## config.mk

```make
export PLATFORM = sky130hd
export DESIGN_NAME = pee_back
export DESIGN_NICKNAME = d
export VERILOG_FILES = /design/src/hw/rtl/pee_pkg.sv /design/src/hw/rtl/pee_back.sv
export SDC_FILE = /design/constraint.sdc
export NUM_CORES = 1
export LEC_CHECK = 0
export BUFFER_PORTS_ARGS = -buffer_cell sky130_fd_sc_hd__buf_2
export CORE_UTILIZATION = 30
export CTS_BUF_LIST = sky130_fd_sc_hd__clkbuf_4 sky130_fd_sc_hd__clkbuf_8 sky130_fd_sc_hd__clkbuf_16
export CTS_CLUSTER_SIZE = 28
export DETAILED_ROUTE_END_ITERATION = 10
export SYNTH_ARGS = -nofsm -noshare
export SYNTH_HDL_FRONTEND = slang
export SYNTH_SLANG_ARGS = --single-unit
```

## constraint.sdc

```tcl
create_clock -name aclk -period 5.35 [get_ports aclk]
set_input_delay 0.2675 -clock aclk [delete_from_list [all_inputs] [get_ports aclk]]
set_output_delay 0.2675 -clock aclk [all_outputs]
set_load 0.02 [all_outputs]
```

## src/hw/rtl/pee_pkg.sv

```systemverilog
// ----------------------------------------------------------------------------
// pee_pkg
// Shared types and constants of the plane edge extension block.
// ----------------------------------------------------------------------------
package pee_pkg;

    localparam int MAX_WIDTH  = 4096;
    localparam int MAX_HEIGHT = 4096;
    localparam int MAX_PAD    = 63;
    localparam int ADDR_W     = $clog2(MAX_WIDTH);

    localparam int DIM_W = 13;
    localparam int PAD_W = 6;
    localparam int PIX_W = 8;

    localparam int Q_DEPTH = 4;
    localparam int Q_PTR_W = $clog2(Q_DEPTH);
    localparam int Q_CNT_W = $clog2(Q_DEPTH + 1);

    typedef enum logic [1:0] {
        CFG_DISPLAY_WIDTH  = 2'd0,
        CFG_DISPLAY_HEIGHT = 2'd1,
        CFG_RIGHT_PAD      = 2'd2,
        CFG_BOTTOM_PAD     = 2'd3
    } cfg_index_t;

    typedef enum logic [1:0] {
        PH_DISPLAY = 2'd0,
        PH_FILL    = 2'd1,
        PH_DONE    = 2'd2
    } phase_t;

    localparam logic OP_SAMPLE = 1'b0;
    localparam logic OP_FILL   = 1'b1;

    localparam logic ST_VALID   = 1'b0;
    localparam logic ST_IGNORED = 1'b1;

    typedef struct packed {
        logic [PIX_W-1:0] pixel;
        logic [DIM_W-1:0] column;
        logic [DIM_W-1:0] row;
        logic [PAD_W-1:0] repeat_count;
        logic             fin;
        logic             status;
    } cmd_t;

endpackage

```

## src/hw/rtl/pee_back.sv

```systemverilog
// ----------------------------------------------------------------------------
// pee_back
// Run engine: expands queued commands into output pixels, one per transfer.
// ----------------------------------------------------------------------------
module pee_back (
    input  logic                         aclk,
    input  logic                         aresetn,
    input  logic                         head_valid,
    input  pee_pkg::cmd_t                head_cmd,
    output logic                         pop,
    output logic                         out_valid,
    input  logic                         out_ready,
    output logic [pee_pkg::PIX_W-1:0]    out_pixel,
    output logic [pee_pkg::DIM_W-1:0]    out_column,
    output logic [pee_pkg::DIM_W-1:0]    out_row,
    output logic                         out_last,
    output logic                         out_done,
    output logic                         out_status
);

    logic                      active_reg, active_next;
    logic [pee_pkg::PIX_W-1:0] pix_reg, pix_next;
    logic [pee_pkg::DIM_W-1:0] col_reg, col_next;
    logic [pee_pkg::DIM_W-1:0] row_reg, row_next;
    logic [pee_pkg::PAD_W-1:0] rem_reg, rem_next;
    logic                      fin_reg, fin_next;
    logic                      status_reg, status_next;
    logic                      run_end;

    assign run_end    = (rem_reg == '0);
    assign pop        = head_valid && (!active_reg || (out_ready && run_end));
    assign out_valid  = active_reg;
    assign out_pixel  = pix_reg;
    assign out_column = col_reg;
    assign out_row    = row_reg;
    assign out_last   = run_end;
    assign out_done   = fin_reg && run_end;
    assign out_status = status_reg;

    always_comb begin
        active_next = active_reg;
        pix_next    = pix_reg;
        col_next    = col_reg;
        row_next    = row_reg;
        rem_next    = rem_reg;
        fin_next    = fin_reg;
        status_next = status_reg;
        if (pop) begin
            active_next = 1'b1;
            pix_next    = head_cmd.pixel;
            col_next    = head_cmd.column;
            row_next    = head_cmd.row;
            rem_next    = head_cmd.repeat_count;
            fin_next    = head_cmd.fin;
            status_next = head_cmd.status;
        end else if (active_reg && out_ready) begin
            if (run_end) begin
                active_next = 1'b0;
            end else begin
                col_next = col_reg + 1'b1;
                rem_next = rem_reg - 1'b1;
            end
        end
    end

    always_ff @(posedge aclk) begin
        if (!aresetn) begin
            active_reg <= 1'b0;
        end else begin
            active_reg <= active_next;
        end
    end

    always_ff @(posedge aclk) begin
        pix_reg    <= pix_next;
        col_reg    <= col_next;
        row_reg    <= row_next;
        rem_reg    <= rem_next;
        fin_reg    <= fin_next;
        status_reg <= status_next;
    end

endmodule

```

# --- After elaboration in Yosys (flattened, before gate mapping) ---
# Cells that the tools add are included.
classes:
  n_mux: 9
  n_addsub: 2
  n_reduce_logical: 11
  n_eq_ne: 1
ops:
  columns: ["operator", "count"]
  rows:
  - ["two-way mux 13 bit", 3]
  - ["two-way mux 6 bit", 3]
  - ["adder 13 x 1 -> 13 bit, second input constant", 1]
  - ["zero test 6 bit", 1]
  - ["subtractor 6 x 1 -> 6 bit, second input constant", 1]
  - ["logical AND 1 bit", 4]
  - ["AND reduction 2 bit", 2]
  - ["nonzero test 2 bit", 2]
  - ["two-way mux 1 bit", 3]
  - ["!= test 2 bit, second input constant", 1]
  - ["zero test 1 bit", 1]
  - ["logical OR 1 bit", 1]
word_totals:
  out_inout_bits: 39
  elab_cells: 30
  inputBits: 46
  ff_bits: 43

# --- Longest topological paths before layout ---
depth:
  word_depth: 6
  mapped_depth: 8
  depth_no_buf: 7

# --- Worst setup path before layout ---
# No wires, ideal clock.
synth_timing:
  kind: "register to register"
  from: "register rem_reg[0] (netlist bit)"
  to: "register col_reg, in the netlist out_column[0], enable pin"
  arrival_time_ps: 1916
  path_stages_with_launch: 7
  synth_period_minus_slack_ps: 2318
  slack_ps: 3032
  n_path_buf: 0
  setup_time_ps: 401
  required_ps: 4949
  cell_sequence: "edfxtp_1 -> inv_1 -> ha_1 -> nor3b_4 -> nand2_1 -> a21oi_1 -> a21oi_1"
synth_between:
  elab_chain_cells: 6
  word_cells_on_any_way: 7
  cone_classes: "1 x eq/ne; 6 x reduce/logical"
synth_lines:
  columns: ["item", "line_no", "source"]
  rows:
  - ["from (decl)", "pee_back.sv:25", "logic [pee_pkg::PAD_W-1:0] rem_reg, rem_next;"]
  - ["from (signal assigned)", "pee_back.sv:78", "rem_reg <= rem_next;"]
  - ["zero test 6 bit (*)", "pee_back.sv:30", "assign run_end = (rem_reg == '0);"]
  - ["logical AND 1 bit", "pee_back.sv:31", "assign pop = head_valid && (!active_reg || (out_ready && run_end));"]
  - ["logical OR 1 bit", "pee_back.sv:31", null]
  - ["logical AND 1 bit", "pee_back.sv:31", null]
  - ["!= test 2 bit (no line) / nonzero test 2 bit (equally long branches)", null, null]
  - ["AND reduction 2 bit (no line) (*)", null, null]
  - ["to (signal assigned)", "pee_back.sv:76", "col_reg <= col_next;"]
  - ["to (decl)", "pee_back.sv:23", "logic [pee_pkg::DIM_W-1:0] col_reg, col_next;"]
# Every way passes the cells marked *; elsewhere a longest branch is shown, timed or not.
# A chain may end at the register's enable or synchronous reset.

# --- Final worst setup path ---
layout_timing:
  from: "register rem_reg[0] (netlist bit)"
  to: "output pop"
layout_between:
  elab_chain_cells: 4
layout_lines:
  columns: ["item", "line_no", "source"]
  rows:
  - ["zero test 6 bit", "pee_back.sv:30", null]
  - ["logical AND 1 bit", "pee_back.sv:31", null]
  - ["logical OR 1 bit", "pee_back.sv:31", null]
  - ["logical AND 1 bit", "pee_back.sv:31", null]
  - ["to (decl)", "pee_back.sv:10", "output logic pop,"]
# Every way passes these cells.

==> results.json <==
{
  "status": "complete, no violations",
  "relSlewSlack": 0.269,
  "num_rows": 28,
  "worst-path-buf-inv": 4,
  "grt-ovfl-total": 0,
  "post-cts-setup-buffers": 0,
  "gp_congestion": 0.694,
  "synth_compound_area_frac": 0.104,
  "tritoncts": "built",
  "drv_slew": 0,
  "vias": 1312,
  "grt_max_degree": 39,
  "slowest_stage": "inv_2",
  "grt_usage": 0.127,
  "finalSetupTns_ns": 0,
  "synth_warnings": 0,
  "cts_buffer_depth": 2,
  "nNetsFinal": 269,
  "drt-pass1-iter-count": 4,
  "yosysUniqueCellTypes": 27,
  "fin_crit_ns": 2.67,
  "place_hpwl_um": 2960,
  "regArea_um2": 1280,
  "clock_skew_ns": 0.0141,
  "grt_pass1_vias": 1298,
  "power_leakage_nw": 1.02,
  "initial_core_util": 0.317,
  "drt_iter0_markers": 50,
  "hold_path.startpoint": "head_cmd[14]",
  "syn_area_per_cell_um2": 14.2,
  "multi_input_area_um2": 588,
  "yosys_register_bits": 43,
  "mostFrequentLayoutCell": "buf_2",
  "ctsResizeCount": 0,
  "syn_nets": 183,
  "cts.sinks": 43,
  "worstPathCellList": "inv_1, ha_1, nor3b_4, a41oi_4, buf_4, inv_2, buf_2",
  "synth.area.mux_share": 0.00782,
  "port_buffers": 84,
  "rsz0062_at_grt": "no",
  "h-tree-depth": 2,
  "synth_area_um2": 1920,
  "hp-class": "input port to register",
  "synth_top_family_by_area": "simple AND/OR/NAND/NOR gates",
  "setup_ws_ns": 2.68,
  "cts_hold_buf": 0,
  "final_cell_mix": "buf_2, edfxtp_1, nor2_1, a21oi_2, xor2_1",
  "ios": 85,
  "crit_type": "register to output port",
  "slowest_delay_ns": 0.44,
  "ant_nets": 0,
  "tightest_slew_ns": 1.10,
  "arrival_ns": 2.40,
  "hold_viol": 0,
  "cts_buffers": 5,
  "critPathTopFamily": "buffers and inverters",
  "path_clk_slew_ns": 0.09,
  "synth-seq-area-share": 0.668,
  "synthAdderAreaFrac": 0.0130,
  "synth-simple-area-share": 0.106,
  "crit_required_ns": 5.08,
  "area_delta_synth_final_pct": 31.5,
  "post_drt_wl_per_cell_um": 13.5,
  "powerDensity_nw_per_um2": 340,
  "insertion_delay_ns": 0.30,
  "cap_violations": 0,
  "netlist_instances": 135,
  "synth_top_area_cell": "edfxtp_1",
  "path_max_fanout": 38,
  "die_y_um": 82.0,
  "diodes": 0,
  "synth_top_area_frac": 0.657,
  "start_kind": "register",
  "yosys-top-cells-area": "edfxtp_1, a21oi_2, xor2_1, nor2_1, xnor2_1",
  "fillers": 599,
  "regToRegStartpoint": "rem_reg[0]$_DFFE_PP_",
  "drc": 0,
  "drive_gt1_frac": 0.532,
  "irDropWorstVdd_mv": 0.112,
  "die_w_um": 82.0,
  "fmax_mhz": 375,
  "dieArea_um2": 6720,
  "drt-total-wl_um": 4020,
  "antenna_found_initial": 0,
  "cts_root_buf": "clkbuf_8",
  "worstSetupEndpointType": "output port",
  "synth-xor-area-share": 0.0684,
  "core_um2": 6060,
  "min_period_over_period": 0.499,
  "startpoint": "rem_reg[0]$_DFFE_PP_",
  "vias_per_cell": 4.42,
  "pre_cts_slack_ns": 2.95,
  "grt_pass1_wl_um": 6130,
  "setup_viol": 0
}
==> where the power goes <==
group	switching, W	total (W)	internal [W]
Clock	0.000114	0.000259	0.000144
Sequential	0.0000252	0.000439	0.000413
Combinational	0.0000943	0.000160	0.0000660
==> metal layers <==
| layer | routed length, µm | vias up | global-route usage |
|---|---|---|---|
| li1 | - | 655 | - |
| met1 | 1600 | 622 | 0.142 |
| met2 | 2170 | 30 | 0.225 |
| met3 | 174 | 5 | 0.0333 |
| met4 | 70 | 0 | 0.0579 |
| met5 | 0 | - | 0 |
==> cells in the mapped netlist, drive strengths merged <==
master / instances
o21a: 1
nand4: 5
a21boi: 1
ha: 2
and2: 1
and3: 4
dfxtp: 1
clkbuf: 2
xnor2: 5
nor2: 20
nor3: 1
a41oi: 1
nor3b: 1
xor2: 10
and4: 1
mux2: 1
nand3: 1
a21oi: 20
buf: 4
nor2b: 1
edfxtp: 42
nand2: 5
inv: 5
==> worst paths after layout <==
check                           cells past startpoint                      end  slack, ns
worst max register to register                      6  out_column[1]$_DFFE_PP_       3.14
worst min-delay path                                1     out_row[6]$_DFFE_PP_       0.14
worst max-delay path                                7                      pop       2.68
worst min register to register                      1     rem_reg[0]$_DFFE_PP_       0.62
==> kinds of logic after synthesis <==
logic type	count (synthesis)
adder cells (fa/ha/maj)	2
multiplexers	1
AND/OR/NAND/NOR	40
AO/OA/AOI/OAI	23
XOR/XNOR	15
flip-flops	43
buffers and inverters	11
==> cell type report <==
| type | instances | area share |
|---|---|---|
| Timing Repair Buffer | 85 | 0.170 |
| Inverter | 5 | 0.00744 |
| Multi-Input combinational cell | 81 | 0.233 |
| Clock buffer | 6 | 0.0302 |
| Sequential cell | 43 | 0.508 |
| Clock inverter | 2 | 0.0149 |
| Tap cell | 75 | 0.0372 |
==> per-stage QoR <==
step	std cells	power, W	cell area [µm²]	util	hold WS (ns)
6_report	297	0.000858	2520	0.416	0.137
5_1_grt	297	0.000898	2520	0.416	0.115
2_1_floorplan	135	0.000553	1920	-	0.366
3_5_place_dp	289	0.000609	2410	0.398	0.446
4_1_cts	297	0.000866	2520	0.416	0.126
3_3_place_gp	289	0.000606	2410	0.398	0.445
Power figures use the tool's default switching activity.
