`src/hw/rtl/pee_pkg.sv`:
```
// ----------------------------------------------------------------------------
// pee_pkg
// Shared types and constants of the plane edge extension block.
// ----------------------------------------------------------------------------
package pee_pkg;

    localparam int MAX_WIDTH  = 4096;
    localparam int MAX_HEIGHT = 4096;
    localparam int MAX_PAD    = 63;
    localparam int ADDR_W     = $clog2(MAX_WIDTH);

    localparam int DIM_W = 13;
    localparam int PAD_W = 6;
    localparam int PIX_W = 8;

    localparam int Q_DEPTH = 4;
    localparam int Q_PTR_W = $clog2(Q_DEPTH);
    localparam int Q_CNT_W = $clog2(Q_DEPTH + 1);

    typedef enum logic [1:0] {
        CFG_DISPLAY_WIDTH  = 2'd0,
        CFG_DISPLAY_HEIGHT = 2'd1,
        CFG_RIGHT_PAD      = 2'd2,
        CFG_BOTTOM_PAD     = 2'd3
    } cfg_index_t;

    typedef enum logic [1:0] {
        PH_DISPLAY = 2'd0,
        PH_FILL    = 2'd1,
        PH_DONE    = 2'd2
    } phase_t;

    localparam logic OP_SAMPLE = 1'b0;
    localparam logic OP_FILL   = 1'b1;

    localparam logic ST_VALID   = 1'b0;
    localparam logic ST_IGNORED = 1'b1;

    typedef struct packed {
        logic [PIX_W-1:0] pixel;
        logic [DIM_W-1:0] column;
        logic [DIM_W-1:0] row;
        logic [PAD_W-1:0] repeat_count;
        logic             fin;
        logic             status;
    } cmd_t;

endpackage

```
`src/hw/rtl/pee_queue.sv`:
```
// ----------------------------------------------------------------------------
// pee_queue
// Short command queue between the classifying front end and the run engine.
// ----------------------------------------------------------------------------
module pee_queue (
    input  logic          aclk,
    input  logic          aresetn,
    input  logic          push,
    input  pee_pkg::cmd_t push_cmd,
    output logic          full,
    input  logic          pop,
    output logic          head_valid,
    output pee_pkg::cmd_t head_cmd
);

    pee_pkg::cmd_t                  mem_reg [pee_pkg::Q_DEPTH];
    logic [pee_pkg::Q_PTR_W-1:0]    wr_ptr_reg, wr_ptr_next;
    logic [pee_pkg::Q_PTR_W-1:0]    rd_ptr_reg, rd_ptr_next;
    logic [pee_pkg::Q_CNT_W-1:0]    count_reg, count_next;
    logic                           do_push, do_pop;

    assign full       = (count_reg == pee_pkg::Q_CNT_W'(pee_pkg::Q_DEPTH));
    assign head_valid = (count_reg != '0);
    assign head_cmd   = mem_reg[rd_ptr_reg];
    assign do_push    = push && !full;
    assign do_pop     = pop && head_valid;

    always_comb begin
        wr_ptr_next = do_push ? wr_ptr_reg + 1'b1 : wr_ptr_reg;
        rd_ptr_next = do_pop  ? rd_ptr_reg + 1'b1 : rd_ptr_reg;
        count_next  = count_reg;
        if (do_push && !do_pop) begin
            count_next = count_reg + 1'b1;
        end else if (do_pop && !do_push) begin
            count_next = count_reg - 1'b1;
        end
    end

    always_ff @(posedge aclk) begin
        if (!aresetn) begin
            wr_ptr_reg <= '0;
            rd_ptr_reg <= '0;
            count_reg  <= '0;
        end else begin
            wr_ptr_reg <= wr_ptr_next;
            rd_ptr_reg <= rd_ptr_next;
            count_reg  <= count_next;
        end
    end

    always_ff @(posedge aclk) begin
        if (do_push) begin
            mem_reg[wr_ptr_reg] <= push_cmd;
        end
    end

endmodule

```
`config.mk`:
```
export PLATFORM = sky130hd
export DESIGN_NAME = pee_queue
export DESIGN_NICKNAME = d
export VERILOG_FILES = /design/src/hw/rtl/pee_pkg.sv /design/src/hw/rtl/pee_queue.sv
export SDC_FILE = /design/constraint.sdc
export NUM_CORES = 1
export LEC_CHECK = 0
export BUFFER_PORTS_ARGS = -buffer_cell sky130_fd_sc_hd__clkbuf_2
export CORE_ASPECT_RATIO = 1.75
export CORE_MARGIN = 2
export CORE_UTILIZATION = 40
export CTS_CLUSTER_SIZE = 14
export DETAILED_ROUTE_END_ITERATION = 16
export GPL_ROUTABILITY_DRIVEN = 0
export PLACE_DENSITY = 0.61
export SYNTH_ARGS = -nofsm -noshare
export SYNTH_HDL_FRONTEND = slang
export SYNTH_SLANG_ARGS = --single-unit
```
`constraint.sdc`:
```
create_clock -name aclk -period 3.95 [get_ports aclk]
set_input_delay 0.79 -clock aclk [delete_from_list [all_inputs] [get_ports aclk]]
set_output_delay 0.79 -clock aclk [all_outputs]
set_load 0.005 [all_outputs]
```
==> Yosys cells after proc, flatten, opt, wreduce, memory -nomap -nowiden <==
Memory sizes are Yosys's and may differ from the RTL's. A register that Yosys moved wholly into a read port is not among the register bits.
Index checks and enable logic that the tools add are counted.
{ "word_totals": {"wordCells": 24, "ff_bits": 7, "memories": 1, "mem_bits_rw": 168} }
{ "memory_table": {"columns": ["name", "words", "width", "read_ports", "rd_clocked_by_memory_dff", "wr", "line", "text"], "rows": [
  ["mem_reg", 4, 42, 1, 1, 1, "pee_queue.sv:16", "pee_pkg::cmd_t mem_reg [pee_pkg::Q_DEPTH];"]
]} }
{ "op_classes": {"n_reduce_logical": 9, "n_eq_ne": 1, "mux": 6, "addsub": 4} }
{ "ops": {"columns": ["operator", "n"], "rows": [
  ["2-to-1 mux 3 bit", 2],
  ["adder 2 x 1 -> 2 bit (second input constant)", 2],
  ["logical AND 1 bit", 4],
  ["2-to-1 mux 2 bit", 2],
  ["adder 3 x 1 -> 3 bit (second input constant)", 1],
  ["equality test 3 bit (second input constant)", 1],
  ["zero test 1 bit", 3],
  ["nonzero test 3 bit", 1],
  ["subtractor 3 x 1 -> 3 bit (second input constant)", 1],
  ["2-to-1 mux 1 bit", 2],
  ["nonzero test 2 bit", 1]
]} }

==> Longest topological paths before layout <==
Gate-level depths: netlist of the first run.
{ "logic_depth": {"depth_word": 7, "ltp_mapped": 9, "ltp_nobuf": 8} }

==> Worst setup path before layout of the first run <==
Ideal clock, no wire load.
{ "synth_timing": {"path_type": "input port to flip-flop", "start": "input port push", "end": "memory mem_reg[0][0] (netlist name) (enable)", "setup_slack_ps": 1455, "arrival_ps": 2091, "setup_ps": 404, "n_path_buf": 1, "cell_stages": 3, "cell_sequence": "nor2b_1 buf_2 and2_1"} }
{ "synth_between": {"elab_chain_cells": 3} }
{ "synth_lines": {"columns": ["item", "line", "text"], "rows": [
  ["from (decl)", "pee_queue.sv:8", "input logic push,"],
  ["logical AND 1 bit", "pee_queue.sv:25", "assign do_push = push && !full;"],
  ["net do_push", "pee_queue.sv:20", "logic do_push, do_pop;"],
  ["2-to-1 mux 1 bit", "pee_queue.sv:52", "if (do_push) begin"],
  ["2-to-1 mux 1 bit (implied by the code)", "pee_queue.sv:53", "mem_reg[wr_ptr_reg] <= push_cmd;"],
  ["to (decl)", "pee_queue.sv:16", null]
]} }
The timed path passes the listed nets, and every way through them passes these cells.

==> results of run 1 <==
## synth_stat cells
library cell,instances,area share (%)
a21boi_0,1,0.11
and2_1,8,0.76
buf_12,4,1.2
buf_2,5,0.38
buf_6,1,0.17
clkbuf_1,2,0.11
dfxtp_1,9,2.7
edfxtp_1,168,77
fa_1,1,0.30
ha_1,5,0.95
inv_1,3,0.17
mux2i_1,3,0.46
mux4_2,42,14
nand2_1,4,0.23
nor2b_1,2,0.19
nor3b_2,1,0.19
o21ai_0,1,0.076
o311ai_1,1,0.13
o31ai_2,1,0.19
or3_1,2,0.19
xnor2_1,3,0.40
xor2_1,1,0.13
## final timing paths
check / from / to / slack [ns] / cells after the start
worst max-delay path: register / head_cmd[32] / 0.99 / 2
worst min-delay path: wr_ptr_reg[0] / wr_ptr_reg[0] / 0.51 / 2
worst max register to register: count_reg[0] / count_reg[2] / 1.51 / 8
worst min register to register: wr_ptr_reg[0] / wr_ptr_reg[0] / 0.51 / 2
## power groups by stage
| stage | sequential, mW | combinational (mW) | clock (mW) |
|---|---|---|---|
| 2_1_floorplan | 2.37 | 0.772 | 0 |
| 3_3_place_gp | 2.52 | 0.964 | 0 |
| 3_5_place_dp | 2.53 | 0.973 | 0 |
| 4_1_cts | 2.49 | 0.977 | 1.61 |
| 5_1_grt | 2.52 | 1.03 | 1.69 |
| 6_report | 2.48 | 0.951 | 1.58 |
## area by class of cell
cell class	instances	area, um^2	area share [%]
clock buffer	19	443	5.68
clock inverter	13	121	1.56
inverter	3	11.3	0.144
multi-input combinational	76	1230	15.8
sequential	177	5230	67.1
tap	192	240	3.08
timing repair buffer	97	518	6.64
## cells in the final DEF, fill, tap and decap left out, types with 2 or more instances in the layout
| master | instances |
|---|---|
| xnor2_1 | 3 |
| inv_1 | 3 |
| inv_8 | 4 |
| or3_1 | 2 |
| mux2i_1 | 3 |
| buf_4 | 7 |
| clkbuf_16 | 17 |
| and2_1 | 4 |
| clkbuf_2 | 89 |
| nor2b_1 | 2 |
| inv_6 | 4 |
| mux4_2 | 42 |
| edfxtp_1 | 168 |
| nand2_1 | 4 |
| dfxtp_1 | 7 |
| clkinv_4 | 3 |
| and2_2 | 4 |
| clkinvlp_4 | 2 |
| ha_1 | 5 |
## metal layers
| layer | vias to the layer above | wire length [um] | global-route usage (%) |
|---|---|---|---|
| li1 | 1327 | - | - |
| met1 | 1527 | 4500 | 16.5 |
| met2 | 93 | 6630 | 25.7 |
| met3 | 22 | 541 | 3.75 |
| met4 | 0 | 315 | 6.81 |
| met5 | - | 0 | 0 |
## logic make-up after synthesis
| logic type | count (synthesis) |
|---|---|
| AOI/OAI and AO/OA | 4 |
| xor gates and xnor gates | 4 |
| adders and majority gates | 6 |
| buffers and inverters | 15 |
| DFF | 177 |
| muxes | 45 |
| and+or+nand+nor | 17 |
## worst reg2reg max path, stage by stage (launching register included)
cell,delay [ns]
dfxtp_1,0.49
nor3b_2,0.09
nor2b_1,0.43
ha_1,0.28
inv_1,0.06
fa_1,0.38
xor2_1,0.16
or3_1,0.31
a21boi_0,0.16
## metrics by stage
step / total power [mW] / hold slack, ns / worst slack, ns
CTS: 5.08 / 0.508 / 0.913
finish: 5.01 / 0.512 / 0.990
detailed placement: 3.50 / 0.499 / 1.23
global route: 5.24 / 0.540 / 0.838
floorplan: 3.14 / 0.468 / 1.46
global placement: 3.48 / 0.483 / 1.31
==> results.ini, run 1 <==
[outcome]
status = completed

[critical_path]
start_kind = register
cp.required_ns = 3.16
critPathMaxFanout = 42
critPathTopFamily = flip-flops
endpoint_kind = output pin
crit_slowest_cell = dfxtp_4
worstPathCellList = mux4_2 > clkbuf_2
cp_num_buf_inv = 1
critPathMaxStageDelay_ns = 0.94
worstPathArrival_ns = 2.17
path_class = register to output pin

[cts]
clkLatencyLatePin_ns = 0.43
root_buffer = clkbuf_16
cts_buffers = 17
post_cts_buffers = 0
hold_buffers = 0
cts.repair.resized = 0
h-tree-depth = 4
cts_tree = done
cts.clk_slew.worst_paths_ns = 0.07
cts_max_path_buffers = 2
clock_sinks = 177

[synth]
synth_top_family_by_area = multiplexers
yosysSeqAreaShare_pct = 79.3
synth_compound_area_share_pct = 0.513
synth_seq_cells = 177
synthCells = 268
synth_fa_ha_area_share_pct = 1.25
synth_cell_type_count = 22
synth_mux_area_share_pct = 14.8
synth_area_mm2 = 0.00659
syn_avg_cell_area_um2 = 24.6
synthSimpleGateAreaFrac_pct = 1.56
synth_xor_area_share_pct = 0.532
yosysWarnings = 0
synthesis.nets = 320

[place]
hpwl_um = 7840
place_inst = 545
io_buffer_count = 89
placed_area_mm2 = 0.00723

[sta]
skew_ns = 0.00810
hold_viol_final = 0
rsz0062_at_grt = false
post-route-min-period_ns = 2.96
setup_viol = 0
relSlewSlack_pct = 41.6
tightest_slew_ns = 0.876
finalCritPeriodShare_pct = 74.9
max_freq_mhz = 338
tns_ns = 0
slew_violations = 0

[layout]
largest_reg_flops = 168
area_growth_pct = 18.3
fin_util_pct = 47.9
layout.nets = 424
fillers = 1323
diodes = 0
drive_above_1_share_pct = 46.2
final_cell_area_mm2 = 0.00780
fin_cells = 577

[power]
power_switching_mw = 1.33
power.density_mw_per_mm2 = 642
pwr-share-seq_pct = 49.4
p_sw_share_pct = 26.5
vdd_ir_drop_max_v = 0.000375
combPwrFrac_pct = 19.0
intPower_mw = 3.68
p_leak_nw = 2.66
p_clk_share_pct = 31.6

[route]
vias = 2969
wirelength_um = 12000
ant_nets = 0
dr.pass1.iters = 6
drtIter0Drc = 189
via_per_inst = 5.15
remaining_drc_errors = 0
wl_per_cell_um = 20.8

[global_routing]
grt_max_degree = 43
grt_overflow_total = 0
antenna_found_initial = 0
grt_pass1_wl_um = 18500
first_global_vias = 3337
grt_usage_pct = 14.7

[floorplanning]
rows = 62
io_pins = 90
initial_core_util_pct = 40.5
core_area_mm2 = 0.0163
die_width_um = 101
dieHeight_um = 174
dieArea_mm2 = 0.0176

[run]
max-cap-violations = 0

[worst_hold_path]
hold_path_class = register to register

No activity file was read; power rests on OpenSTA's default activity.
==> run 2: changes to the inputs <==
--- a/config.mk
+++ b/config.mk
@@ -12,7 +12,7 @@
 export CTS_CLUSTER_SIZE = 14
 export DETAILED_ROUTE_END_ITERATION = 16
 export GPL_ROUTABILITY_DRIVEN = 0
-export PLACE_DENSITY = 0.61
+export PLACE_DENSITY = 0.63
 export SYNTH_ARGS = -nofsm -noshare
 export SYNTH_HDL_FRONTEND = slang
 export SYNTH_SLANG_ARGS = --single-unit
==> constraint.sdc (replaced) <==
create_clock -name aclk -period 2.65 [get_ports aclk]
set_input_delay 0.53 -clock aclk [delete_from_list [all_inputs] [get_ports aclk]]
set_output_delay 0.53 -clock aclk [all_outputs]
set_load 0.005 [all_outputs]
==> results.ini, run 2 (synthesis results as in run 1) <==
[critical_path]
rr_worst_depth = 7
endpoint_kind = output pin
start_kind = register
worstPathArrival_ns = 1.75
critPathMaxFanout = 28
crit_slowest_cell = mux4_2
rr_endpoint = count_reg[2]
worstPathCellList = buf_12 > mux4_2 > clkbuf_2
critPathMaxStageDelay_ns = 0.55
r2r_slack_ns = 0.47
cp.required_ns = 2.12
path_class = register to output pin
r2r_start = count_reg[1]

[route]
via_per_inst = 5.15
ant_nets = 0
drtIter0Drc = 113
dr.pass1.iters = 4
remaining_drc_errors = 0
wl_per_cell_um = 19.6
vias = 2991
wirelength_um = 11400

[worst_hold_path]
worstHoldStart = push_cmd[29]
hold_depth = 1
hold_path_class = input pin to register
whs_endpoint = mem_reg[2][29]

[global_routing]
first_global_vias = 3251
grt_pass1_wl_um = 18100
grt_overflow_total = 0
grt_max_degree = 43
grt_usage_pct = 14.3
antenna_found_initial = 1

[cts]
cts_max_path_buffers = 2
h-tree-depth = 4
clock_sinks = 177
cts.clk_slew.worst_paths_ns = 0.07
cts_buffers = 17
cts_tree = done
clkLatencyLatePin_ns = 0.43
hold_buffers = 0
cts.repair.resized = 0
root_buffer = clkbuf_16
post_cts_buffers = 0

[run]
max-cap-violations = 0

[power]
p_sw_share_pct = 26.5
p_clk_share_pct = 31.3
intPower_mw = 5.54
power.density_mw_per_mm2 = 958
vdd_ir_drop_max_v = 0.000453
pwr-share-seq_pct = 46.6
power_switching_mw = 1.99
combPwrFrac_pct = 22.1
p_leak_nw = 2.69

[layout]
layout.nets = 427
largest_reg_flops = 168
area_growth_pct = 19.3
layout_common_cells = edfxtp_1 (168), clkbuf_2 (89), mux4_2 (42)
drive_above_1_share_pct = 46.9
final_common_cell = edfxtp_1

[floorplanning]
dieArea_mm2 = 0.0176
core_area_mm2 = 0.0163
initial_core_util_pct = 40.5
die_width_um = 101
rows = 62
io_pins = 90
dieHeight_um = 174

[outcome]
status = completed

[sta]
tightest_slew_ns = 0.410
post-route-min-period_ns = 2.28
setup_viol = 0
relSlewSlack_pct = 72.7
finalCritPeriodShare_pct = 86.1
rsz0062_at_grt = false
hold_viol_final = 0
skew_ns = 0.0110
max_freq_mhz = 438
tns_ns = 0
whs_ns = 0.318
slew_violations = 0

[place]
io_buffer_count = 89
hpwl_um = 6880

-- run 2: cell types whose count changed in the layout (fill, tap and decap cells not counted), sizes merged --
cell	previous run	this run
inv	11	14
clkbuf	108	106
clkinvlp	2	1
buf	8	11
diode	0	1
-- run 2: final cells by class --
class,instances,area (um^2)
Antenna cell,1,2.50
Clock buffer,17,425
Clock inverter,15,139
Fill cell,1364,8430
Inverter,3,11.3
Multi-Input combinational cell,76,1230
Sequential cell,177,5230
Tap cell,192,240
Timing Repair Buffer,100,578
-- run 2: stage by stage --
step	worst slack [ns]	instances	cell area (um^2)	util [%]	power (mW)
floorplan	0.415	268	6590	-	4.68
global route	0.282	581	7860	48.3	7.91
global placement	0.603	548	7290	44.8	5.24
finish	0.367	581	7860	48.3	7.53
detailed placement	0.432	548	7290	44.8	5.29
CTS	0.316	580	7860	48.2	7.66
-- run 2: critical path, delay by kind of cell, from the launching register on --
family,cells,cell delay (ns)
buffers and inverters,2,0.38
multiplexers,1,0.55
flip-flops,1,0.37
-- run 2: how the worst max path moves through the flow --
stage	to	cells after the start	slack, ns	startpoint
after floorplan	mem_reg[0][0]	3	0.42	push
after global placement	count_reg[2]	8	0.60	push
after detailed placement	count_reg[2]	8	0.43	push
after CTS	head_cmd[33]	3	0.32	register
after global routing	head_cmd[36]	3	0.28	register
final	head_cmd[20]	3	0.37	register
-- run 2: layer usage --
layer  global-route usage (%)  up-vias  wire, um
met5                        0        -         0
met4                     7.77        0       383
met3                     4.27       19       496
met2                     24.4       67      6230
met1                     15.9     1564      4260
li1                         -     1341         -
-- run 2: power by group through the flow --
stage	sequential, mW	clock (mW)	combinational (mW)
detailed placement	3.57	0	1.72
CTS	3.51	2.42	1.72
floorplan	3.53	0	1.15
global placement	3.55	0	1.69
finish	3.51	2.36	1.66
global route	3.54	2.54	1.83
